`src/deq_pkg.sv`:
```
// shared constants, types and command codes for the double-ended queue
package deq_pkg;

  localparam int DEPTH     = 1024;
  localparam int IDX_W     = $clog2(DEPTH);
  localparam int OCC_W     = $clog2(DEPTH + 1);
  localparam int VAL_W     = 31;
  localparam int RES_W     = 32;
  localparam int TREE_LVLS = (IDX_W + 1) / 2;
  localparam int TREE_N    = 1 << (2 * TREE_LVLS);
  localparam int CNT_W     = $clog2(TREE_LVLS + 1);

  // first node of each level in the flat select tree array
  function automatic int lvl_off(input int lv);
    int acc = 0;
    for (int j = 0; j < lv; j++) begin
      acc += TREE_N >> (2 * (j + 1));
    end
    return acc;
  endfunction

  localparam int NODE_TOT = lvl_off(TREE_LVLS);

  typedef logic [VAL_W-1:0] data_t;
  typedef logic [IDX_W-1:0] idx_t;
  typedef logic [OCC_W-1:0] occ_t;
  typedef logic [CNT_W-1:0] cnt_t;

  typedef enum logic [2:0] {
    CMD_PUSH_FRONT = 3'd0,
    CMD_PUSH_BACK  = 3'd1,
    CMD_POP_FRONT  = 3'd2,
    CMD_POP_BACK   = 3'd3,
    CMD_SIZE       = 3'd4,
    CMD_EMPTY      = 3'd5,
    CMD_FRONT      = 3'd6,
    CMD_BACK       = 3'd7
  } cmd_t;

  typedef enum logic {
    ST_IDLE,
    ST_WAIT
  } state_t;

  // broadcast to every cell
  typedef struct packed {
    logic shift_r;
    logic shift_l;
    logic load_back;
    occ_t occ;
    idx_t last;
  } cell_ctl_t;

endpackage

```
`src/deq_cell.sv`:
```
// one storage cell of the deque chain
module deq_cell import deq_pkg::*; (
  input  logic      clk,
  input  cell_ctl_t ctl,
  input  idx_t      pos,
  input  data_t     from_left,
  input  data_t     from_right,
  input  data_t     value,
  output data_t     data,
  output data_t     leaf
);

  always_ff @(posedge clk) begin
    if (ctl.shift_r) begin
      data <= from_left;
    end else if (ctl.shift_l) begin
      data <= from_right;
    end else if (ctl.load_back && (OCC_W'(pos) == ctl.occ)) begin
      data <= value;
    end
  end

  // only the cell holding the back word drives the select tree
  assign leaf = (pos == ctl.last) ? data : '0;

endmodule

```
`config.mk`:
```
export PLATFORM = sky130hd
export DESIGN_NAME = deq_cell
export DESIGN_NICKNAME = d
export VERILOG_FILES = /design/src/deq_pkg.sv /design/src/deq_cell.sv
export SDC_FILE = /design/constraint.sdc
export NUM_CORES = 1
export LEC_CHECK = 0
export BUFFER_PORTS_ARGS = -buffer_cell sky130_fd_sc_hd__clkbuf_2
export CELL_PAD_IN_SITES_DETAIL_PLACEMENT = 0
export CELL_PAD_IN_SITES_GLOBAL_PLACEMENT = 1
export CORE_ASPECT_RATIO = 1.25
export CORE_UTILIZATION = 25
export CTS_CLUSTER_SIZE = 14
export DETAILED_ROUTE_END_ITERATION = 8
export GPL_TIMING_DRIVEN = 1
export MAX_ROUTING_LAYER = met4
export PLACE_DENSITY_LB_ADDON = 0.15
export SLEW_MARGIN = 10
export SYNTH_ARGS = -nofsm -noshare
export SYNTH_HDL_FRONTEND = slang
export SYNTH_SLANG_ARGS = --single-unit
```
`constraint.sdc`:
```
create_clock -name clk -period 6.6 [get_ports clk]
set_clock_uncertainty 0.15 [all_clocks]
set_input_delay 0.66 -clock clk [delete_from_list [all_inputs] [get_ports clk]]
set_output_delay 0.66 -clock clk [all_outputs]
set_load 0.005 [all_outputs]
```
==> out/results.ini, run 1 <==
[outcome]
status = finished, final reports clean

[cts]
clk_path_buf_depth = 2
htreeDepth = 2
cts.repair.resized = 0
cts.reportedPaths.clkPinSlew_ns = 0.07
post_cts_buffers = 0
cts-buffers-inserted = 5
clock_sinks = 31
ctsHoldBuffers = 0
cts_tree = yes
root_buffer = clkbuf_8

[timing]
rsz0062_at_grt = no
relSlewSlack = 0.636
drv_slew = 0
fmax_mhz = 358
period_minus_slack_ns = 2.79
period_share = 0.423
worst_pin_slew_ns = 0.547
tns_ns = 0
setup_viol = 0
final-hold-violation-count = 0
layout_setup_ws_ns = 3.81

[synth]
yosys-top-cells-count = edfxtp_1 (31), mux2i_1 (31), nand2_1 (31), o21ai_0 (31), and2_2 (20)
synth_area_leaders = edfxtp_1 (46%), mux2i_1 (15%), o21ai_0 (7.7%), and2_2 (7.4%), nand2_1 (5.7%)
synth_compound_area_frac = 0.0810
synthCells = 197
ys_ff_latch = 31
yosys.area_share.adder = 0
synth-edff-count = 31
synthMuxAreaShare = 0.153
syn-num-nets = 325
synth_top_area_share = 0.460
yosys_warnings = 0
synth-seq-area-share = 0.460
yosysTopAreaCell = edfxtp_1
synth-async-reset-ratio = 0
synth_ff_type = edfxtp_1
synth_xor_area_frac = 0.0865
ys_types = 17
yosys.area_share.simple = 0.190
synth_top_family_by_area = simple AND/OR/NAND/NOR gates
syn_area_um2 = 2020
syn_area_per_cell_um2 = 10.3

[die]
pin_count = 190
die_w_um = 82.5
rows = 36
die_h_um = 103
die_area_um2 = 8460
core_area_um2 = 7840
start_util = 0.258

[pwr]
leakagePower_nw = 1.67
design_power_total_w = 0.000549
irDropWorstVdd_mv = 0.0918
powerDensity_nw_per_um2 = 173

[placed_design]
dpl_cell_area_um2 = 3080
gp_congestion = 0.677
port_buffers = 189
post-place-ws_ns = 3.78
dp_hpwl_um = 4710

[cells_and_area]
largest_reg_flops = 31
design_area_um2 = 3180
final_nets = 511
drive_gt1_frac = 0.577
top_register = data
fillers = 836
antennaDiodeCount = 0
fin_util = 0.405
reg_top3 = data: 31 flops
syn_to_final_growth_pct = 57.0

[run]
drv_cap = 0

[routing]
dr.pass1.iters = 4
drcViolationCount = 0
drt_wl_total_um = 6040
vias = 2074
via_per_inst = 4.34
postRouteAntennaNets = 0
drtIter0Drc = 31
routedWlPerCell_um = 12.6

[grt]
grt_max_degree = 64
grt.total_usage = 0.145
overflow = 0
antenna_found_initial = 0
first_global_vias = 1912
grt_pass1_wl_um = 8800

[worst_setup_path]
path_max_fanout = 31
worstSetupPathType = in -> out
arrival_ns = 1.98
cp_data_required_time_ns = 5.79
end_kind = output port
cp-start-kind = primary input

[worst_hold_path]
min_path_type = in -> reg

-- logic make-up (layout without fill, tap and decap cells) --
logic type,Yosys count,count (layout)
xor gates and xnor gates,20,20
buffers and inverters,14,200
muxes,31,31
and+or+nand+nor,69,69
DFF,31,31
AOI/OAI and AO/OA,32,32
-- cells in the final DEF, fill, tap and decap left out --
cell	n
nor3b_1	1
xnor2_1	10
clkbuf_2	189
clkbuf_8	5
clkbuf_1	1
xor2_1	10
nor4_4	1
mux2i_1	31
nand2_1	31
and2_1	11
o41ai_2	1
nor2_1	1
o21ai_0	31
edfxtp_1	31
bufinv_16	1
nor4_1	1
and2_2	20
nand4_1	3
buf_4	4
-- worst paths after layout --
| path | from | depth (start not counted) | endpoint |
|---|---|---|---|
| max | pos[3] | 7 | leaf[29] |
| min | from_left[13] | 3 | data[13]$_DFFE_PP_ |
-- metal layers --
| layer | vias to the layer above | GRT usage | share of wire |
|---|---|---|---|
| met5 | - | - | 0 |
| met4 | 0 | 0.0378 | 0.0048 |
| met3 | 2 | 0.0292 | 0.088 |
| met2 | 115 | 0.273 | 0.54 |
| met1 | 897 | 0.149 | 0.37 |
| li1 | 1060 | - | - |
-- layout make-up --
type | instances | area, um^2 | share of cell area
clock buffer | 6 | 72.6 | 0.0228
clock inverter | 1 | 30.0 | 0.00945
sequential | 31 | 931 | 0.293
timing repair buffer | 193 | 976 | 0.307
tap | 95 | 119 | 0.0374
multi-input combinational | 152 | 1050 | 0.330
-- worst max-delay path, stage by stage --
cell,delay (ns)
clkbuf_2,0.10
xnor2_1,0.14
nand4_1,0.17
nor4_4,0.29
buf_4,0.31
and2_2,0.19
clkbuf_2,0.11
-- where the power goes --
| part | total (W) | leakage [nW] | internal (W) | switching (W) |
|---|---|---|---|---|
| Sequential | 0.000256 | 0.319 | 0.000245 | 0.0000111 |
| Combinational | 0.000115 | 1.30 | 0.0000632 | 0.0000515 |
| Clock | 0.000179 | 0.0513 | 0.000111 | 0.0000685 |
| Total | 0.000549 | 1.67 | 0.000418 | 0.000131 |
-- stage by stage --
stage / std cells / hold WS (ns)
6_report: 478 / 0.508
5_1_grt: 478 / 0.506
4_1_cts: 478 / 0.499
3_5_place_dp: 471 / 0.793
3_3_place_gp: 471 / 0.789
2_1_floorplan: 197 / 0.697
No activity file was read; power rests on OpenSTA's default activity.
==> inputs of run 2 (changes only) <==
- clock period: 6.6 -> 2.7 ns (I/O delays scaled with it)
==> run 2 against run 1 <==
  * Global-route usage fell by 0.69 points
  * Core utilization barely moved
  * Critical path type unchanged
  * Via count fell by 1.0%
  * Worst hold slack got worse by 0.38 ns
  * Total power rose by 130%
  * Sequential share of layout area barely moved
  * Combinational power rose by 150%
==> out/results.ini, run 2 (synthesized netlist as in run 1, its figures left out) <==
[grt]
grt_busiest_layer = met2
grt_pass1_wl_um = 8210  ; -6.7%
grt_max_degree = 63  ; -1.6%
antenna_found_initial = 0  ; unchanged
first_global_vias = 1834  ; -4.1%
grtUsageMet3 = 0.0310  ; +0.00177
overflow = 0  ; unchanged
use_met2 = 0.263  ; -0.0108
met1_usage = 0.137  ; -0.0128
grt.total_usage = 0.138  ; -0.00689

[die]
pin_count = 190  ; unchanged
die_h_um = 103  ; unchanged
start_util = 0.258  ; unchanged
die_area_um2 = 8460  ; unchanged
die_w_um = 82.5  ; unchanged
rows = 36  ; unchanged
core_area_um2 = 7840  ; unchanged

[worst_hold_path]
min_from = from_left[4]
hold_end = data[4]$_DFFE_PP_
hold_depth = 3  ; unchanged
min_path_type = in -> reg

[cells_and_area]
layout_commonest_cell = clkbuf_2
design_area_um2 = 3180  ; about the same
antennaDiodeCount = 0  ; unchanged
layout_common_cells = clkbuf_2 (189), mux2i_1 (31), nand2_1 (31), o21ai_0 (31), edfxtp_1 (31)
reg_top3 = data: 31 flops
seq_area_um2 = 931  ; unchanged
fillers = 834  ; -0.24%
syn_to_final_growth_pct = 56.9  ; about the same
drive_gt1_frac = 0.577  ; about the same
final_nets = 512  ; +0.20%
multi_input_comb_area_um2 = 1060  ; +1.1%
largest_reg_flops = 31  ; unchanged
top_register = data

[cts]
htreeDepth = 2  ; unchanged
cts.repair.resized = 0  ; unchanged
cts-buffers-inserted = 5  ; unchanged
ctsHoldBuffers = 0  ; unchanged
clk_path_buf_depth = 2  ; unchanged
cts_tree = yes
cts.reportedPaths.clkPinSlew_ns = 0.06  ; about the same
post_cts_buffers = 0  ; unchanged
root_buffer = clkbuf_8
clock_sinks = 31  ; unchanged

[timing]
tns_ns = 0  ; unchanged
period_minus_slack_ns = 2.06
final-hold-violation-count = 0  ; unchanged
drv_slew = 0  ; unchanged
setup_viol = 0  ; unchanged
rsz0062_at_grt = no
relSlewSlack = 0.659  ; +0.0239
fmax_mhz = 485
period_share = 0.764
worst_pin_slew_ns = 0.511  ; -0.0358 ns

[pwr]
sw_frac_of_total = 0.254  ; +0.0150
p_switching_w = 0.000317  ; +140%
clkPwrFrac = 0.273  ; -0.053
leakagePower_nw = 1.67  ; about the same
powerDensity_nw_per_um2 = 394  ; +130%
combPwrFrac = 0.227  ; +0.018
seqPwrFrac = 0.501  ; +0.036
internal-power_w = 0.000935  ; +120%
irDropWorstVdd_mv = 0.195  ; +110%

[routing]
drt_wl_total_um = 6030  ; about the same
drcViolationCount = 0  ; unchanged
dr.pass1.iters = 4  ; unchanged
vias = 2053  ; -1.0%
drtIter0Drc = 32  ; +3.2%
postRouteAntennaNets = 0  ; unchanged
routedWlPerCell_um = 12.6  ; -0.48%
via_per_inst = 4.28  ; -1.4%

[worst_setup_path]
cpPeakStageDelay_ns = 0.31  ; about the same
arrival_ns = 1.64  ; -0.34 ns
critPathSlowestCell = buf_4
end_kind = output port
path_max_fanout = 31  ; unchanged
cp-start-kind = primary input
cp_common_cell = clkbuf_2
cp_data_required_time_ns = 2.28  ; -3.51 ns
cp_cell_sequence = clkbuf_2, xnor2_1, nand4_1, nor4_4, buf_4, and2_2, clkbuf_2
worstSetupPathType = in -> out

[placed_design]
dpl_cell_area_um2 = 3090  ; +0.61%
port_buffers = 189  ; unchanged
gp_congestion = 0.705  ; +4.1%
dp_hpwl_um = 4870  ; +3.4%

[run]
drv_cap = 0  ; unchanged

[outcome]
status = finished, final reports clean

==> run 2: cell count changes in the layout (fill, tap and decap cells not counted) <==
cell | before | now
buf_4 | 4 | 5
bufinv_16 | 1 | 0
clkbuf_1 | 1 | 2
clkinv_2 | 0 | 1
o41ai_2 | 1 | 0
o41ai_4 | 0 | 1
==> run 2: through the flow <==
step / cells / util / worst slack, ns / power, W / hold WS, ns
floorplan: 197 / - / 0.193 / 0.000744 / 0.307
global placement: 472 / 0.395 / 0.465 / 0.000927 / 0.396
detailed placement: 472 / 0.395 / 0.466 / 0.000930 / 0.403
CTS: 480 / 0.405 / 0.578 / 0.00128 / 0.113
global route: 480 / 0.405 / 0.488 / 0.00134 / 0.118
finish: 480 / 0.405 / 0.637 / 0.00125 / 0.123
==> run 2: worst max-delay path by stage <==
stage,to,slack [ns],start
floorplan,data[0]$_DFFE_PP_,0.19,pos[1]
detailed placement,data[5]$_DFFE_PP_,0.47,pos[1]
CTS,leaf[29],0.58,pos[0]
global route,leaf[14],0.49,pos[0]
global placement,data[5]$_DFFE_PP_,0.47,pos[1]
finish,leaf[30],0.64,pos[0]
==> run 2: layout make-up <==
cell class | instances | area share
Multi-Input combinational cell | 152 | 0.334
Timing Repair Buffer | 194 | 0.310
Clock buffer | 7 | 0.0240
Clock inverter | 1 | 0.00158
Sequential cell | 31 | 0.293
Tap cell | 95 | 0.0374
==> run 2: worst max-delay path: cells and delay by family <==
| kind | cells | cell delay (ns) |
|---|---|---|
| buffers and inverters | 3 | 0.51 |
| AND/OR/NAND/NOR | 3 | 0.65 |
| XOR/XNOR | 1 | 0.19 |
==> run 2: layer usage <==
metal | up-vias | routed length [um]
met1 | 867 | 2220
met4 | 0 | 61
li1 | 1061 | -
met5 | - | 0
met2 | 120 | 3220
met3 | 5 | 532
==> run 2: power groups by stage <==
stage	clock network, W	registers, W	logic [W]
global route	0.000382	0.000634	0.000323
global placement	0	0.000638	0.000289
CTS	0.000357	0.000630	0.000292
finish	0.000342	0.000627	0.000284
detailed placement	0	0.000639	0.000291
floorplan	0	0.000636	0.000108
